[config.mk]
export PLATFORM = sky130hd
export DESIGN_NAME = lsm_lane_map
export DESIGN_NICKNAME = d
export VERILOG_FILES = /design/src/sv/lsm_pkg.sv /design/src/sv/lsm_lane_map.sv
export SDC_FILE = /design/constraint.sdc
export NUM_CORES = 1
export LEC_CHECK = 0
export ABC_CLOCK_PERIOD_IN_PS = 5300
export BUFFER_PORTS_ARGS = -buffer_cell sky130_fd_sc_hd__buf_2
export CAP_MARGIN = 15
export CORE_MARGIN = 1.5
export CORE_UTILIZATION = 50
export DETAILED_ROUTE_END_ITERATION = 12
export GPL_ROUTABILITY_DRIVEN = 1
export PLACE_DENSITY = 0.95
export SLEW_MARGIN = 20
export SYNTH_ARGS = -nofsm -noshare
export SYNTH_HDL_FRONTEND = slang
export SYNTH_SLANG_ARGS = --single-unit
[constraint.sdc]
create_clock -name vclk -period 5.3
set_input_delay 0.265 -clock vclk [all_inputs]
set_output_delay 0.265 -clock vclk [all_outputs]
set_load 0.01 [all_outputs]
[src/sv/lsm_pkg.sv]
`timescale 1ns / 1ps

package lsm_pkg;

  typedef enum logic [2:0] {
    CMD_LB  = 3'd0,
    CMD_LH  = 3'd1,
    CMD_LW  = 3'd2,
    CMD_LBU = 3'd3,
    CMD_LHU = 3'd4,
    CMD_SB  = 3'd5,
    CMD_SH  = 3'd6,
    CMD_SW  = 3'd7
  } cmd_e;

  localparam int unsigned LANES = 4;

  localparam logic [1:0] MASK_NONE = 2'h0;
  localparam logic [1:0] MASK_HALF = 2'h1;
  localparam logic [1:0] MASK_WORD = 2'h3;

  // register select is paddr[2]
  localparam logic REG_CHECK_ALIGN = 1'b0;

  typedef struct packed {
    cmd_e        cmd;
    logic [31:0] address;
    logic [31:0] store_data;
  } req_t;

  typedef struct packed {
    logic [31:0] load_data;
    logic        align_err;
  } rsp_t;

  typedef struct packed {
    logic        rd;
    logic        wr;
    logic [29:0] row;
    logic [7:0]  wdata;
  } lane_ctl_t;

  typedef struct packed {
    cmd_e       cmd;
    logic [1:0] offset;
    logic       fault;
    logic [3:0] lane_rd;
  } meta_t;

endpackage

[src/sv/lsm_lane_map.sv]
`timescale 1ns / 1ps

module lsm_lane_map #(
  parameter int unsigned MemBytes = 4096
) (
  input  lsm_pkg::req_t     req_i,
  input  logic              check_align_i,
  output lsm_pkg::lane_ctl_t lane_o [lsm_pkg::LANES],
  output logic              fault_o
);

  logic        is_load;
  logic [2:0]  count;
  logic [1:0]  mask;
  logic        fault;
  logic [1:0]  k    [lsm_pkg::LANES];
  logic [31:0] baddr[lsm_pkg::LANES];
  logic        inr  [lsm_pkg::LANES];
  logic        used [lsm_pkg::LANES];

  always_comb begin
    case (req_i.cmd)
      lsm_pkg::CMD_LB, lsm_pkg::CMD_LBU: begin
        is_load = 1'b1; count = 3'd1; mask = lsm_pkg::MASK_NONE;
      end
      lsm_pkg::CMD_LH, lsm_pkg::CMD_LHU: begin
        is_load = 1'b1; count = 3'd2; mask = lsm_pkg::MASK_HALF;
      end
      lsm_pkg::CMD_LW: begin
        is_load = 1'b1; count = 3'd4; mask = lsm_pkg::MASK_WORD;
      end
      lsm_pkg::CMD_SB: begin
        is_load = 1'b0; count = 3'd1; mask = lsm_pkg::MASK_NONE;
      end
      lsm_pkg::CMD_SH: begin
        is_load = 1'b0; count = 3'd2; mask = lsm_pkg::MASK_NONE;
      end
      default: begin
        is_load = 1'b0; count = 3'd4; mask = lsm_pkg::MASK_NONE;
      end
    endcase

    fault = is_load && check_align_i && ((req_i.address[1:0] & mask) != 2'b00);

    for (int l = 0; l < lsm_pkg::LANES; l++) begin
      // byte k of the access lands in lane l
      k[l]     = 2'(l) - req_i.address[1:0];
      baddr[l] = req_i.address + {30'b0, k[l]};
      inr[l]   = baddr[l] < 32'(MemBytes);
      used[l]  = {1'b0, k[l]} < count;
      lane_o[l].rd    = is_load && used[l] && inr[l] && !fault;
      lane_o[l].wr    = !is_load && used[l] && inr[l];
      lane_o[l].row   = baddr[l][31:2];
      lane_o[l].wdata = req_i.store_data[{k[l], 3'b000} +: 8];
    end
  end

  assign fault_o = fault;

endmodule

==> summary.txt <==
Drt
  – DRC viols: 0
  – Post-route ant nets: 0
  – Met3 WL: 1.38 mm
  – Met2 wire len: 7.63 mm
  – WL final: 15.8 mm
  – 1st-pass router iterations: 5
  – DR top layer: met4
  – Initial DRC Count: 374
  – Metal1 wirelength: 6.22 mm
  – Via/cell ratio: 6.26
  – Total number of vias: 4727
  – Routed wire length per instance: 21.0 um

Finish
  – Most frequent cells in the layout: buf_2, xnor2_1, nand2_1, nor2_1
  – Share of cells above drive strength 1: 42.5%
  – Commonest non-fill, non-tap cell in the layout: buf_2
  – Clk_buf instances: 0
  – Register Area: 0 um^2
  – Sequential cells: 0
  – Nets: 735
  – Syn-to-layout area delta: 22.4%
  – ANT cells: 0

Synthesis
  – Syn_nets: 580
  – Post-Syn Area: 3750 um^2
  – Synthesis Warnings: 0
  – Cells after Synth: 503
  – Post-synthesis cell type count: 50
  – Sequential share of the synthesized area: 0%
  – Syn avg cell area: 7.46 um^2

Placement
  – Post-DP HPWL: 12.8 mm
  – PortBufs: 229
  – Place WS: 1330 ps
  – Routability cong.: 1.06

Timing
  – Least-Margin Pin Slew: 889 ps
  – Final worst setup slack: 1300 ps
  – Fin crit period: 4000 ps
  – Slew margin rel.: 40.4%
  – Slew Limit Fails: 0
  – Setup TNS: 0 ps
  – Final worst-path cycle share: 75.5%
  – Fin. Hold Viols: 0
  – Hold WS: 851 ps
  – Setup Viol. Count Final: 0
  – RSZ-0062 raised after global routing: false
  – Fmax: 0.250 GHz

Pwr
  – Pwr dens: 86.3 nW/um^2
  – Worst vdd ir: 0.0520 mV
  – Static Leakage: 1.93 nW

Setup path
  – Worst EP required: 5040 ps
  – CP arrival: 3740 ps
  – Crit start category: input pin
  – Worst-path maximum fanout: 43
  – Critical Path Sink Type: output port
  – CP Class: input pin to output port

Clocking
  – Post-CTS Setup Inserts: 0
  – Post_cts resized: 0
  – Hold buffers post-CTS: 0

Min path
  – Hold crit path type: input pin to output port

Global route
  – Initial antenna violation count: 0
  – GRT Resource Usage Total: 37.5%
  – GRT overflow: 0
  – Vias in the first global route: 4115
  – Largest net degree at the start of global routing: 44
  – First-pass GRT wire length: 22.9 mm

Floorplanning
  – # IOs: 229
  – Std cell rows: 31
  – Core area: 7250 um^2
  – Die X: 89.6 um
  – Die ar.: 8030 um^2
  – Die Y-Extent: 89.6 um
  – Initial Util: 51.7%

Run
  – MaxCap Viol Count: 0

Run status
  – Outcome: completed
[metrics by stage]
stage	instance area, um^2	std cells	util [%]	total power, mW
finish	4590	755	63.3	0.396
global route	4590	755	63.3	0.426
CTS	4590	755	63.3	0.391
detailed placement	4590	755	63.3	0.390
global placement	4590	755	63.3	0.379
floorplan	3750	503	-	0.258
[worst max-delay path: stages]
cell      delay (ps)
buf_2            130
buf_4            510
inv_1            180
ha_1             360
xnor2_1          170
a31oi_1          720
nor3_2           180
xor2_1           210
nor3_1           200
nor4bb_1         410
and4bb_1         270
buf_2            130
[cell families after synthesis]
family | count (synthesis) | share of synthesized area [%]
buffers and inverters | 88 | 13.1
adders and majority gates | 9 | 3.00
AOI/OAI and AO/OA | 51 | 8.54
xor gates and xnor gates | 94 | 21.9
muxes | 32 | 19.2
and+or+nand+nor | 229 | 34.2
[layer usage]
layer / up-vias / track usage (%)
met5: - / 0
met4: 0 / 13.3
met3: 45 / 4.30
met2: 333 / 64.5
met1: 2229 / 48.3
li1: 2120 / -
[path summary, 6_finish.rpt]
kind                  startpoint    endpoint  slack (ps)  depth (start not counted)
worst max-delay path   req_i[32]  lane_o[79]        1300                         12
worst min-delay path   req_i[39]  lane_o[13]         850                          2
[power breakdown]
part	total (mW)	switching, mW	internal [mW]
combinational	0.396	0.231	0.165
sequential	0	0	0
clock	0	0	0
[area by class of cell]
cell class / count / area (um^2)
Tap cell: 99 / 124
Inverter: 8 / 30.0
Fill cell: 691 / 2660
Timing Repair Buffer: 233 / 1180
Multi-Input combinational cell: 415 / 3260
[Yosys cell counts (6+ instances only)]
cell / instances / area (um^2)
clkbuf_1: 20 / 75.1
buf_4: 33 / 248
inv_1: 8 / 30.0
nand4_1: 24 / 150
and2_1: 7 / 43.8
nor3_1: 17 / 85.1
nor2b_1: 6 / 37.5
o21ai_0: 10 / 50.1
buf_2: 17 / 85.1
and3_1: 9 / 56.3
mux4_2: 32 / 721
xnor2_1: 62 / 543
nor2_1: 35 / 131
nand3_1: 20 / 100
ha_1: 9 / 113
buf_1: 8 / 30.0
nand2_1: 54 / 203
xor2_1: 32 / 280
a21oi_1: 18 / 90.1
nor4_1: 17 / 106
Note: power is estimated with default switching activity, not from simulation.
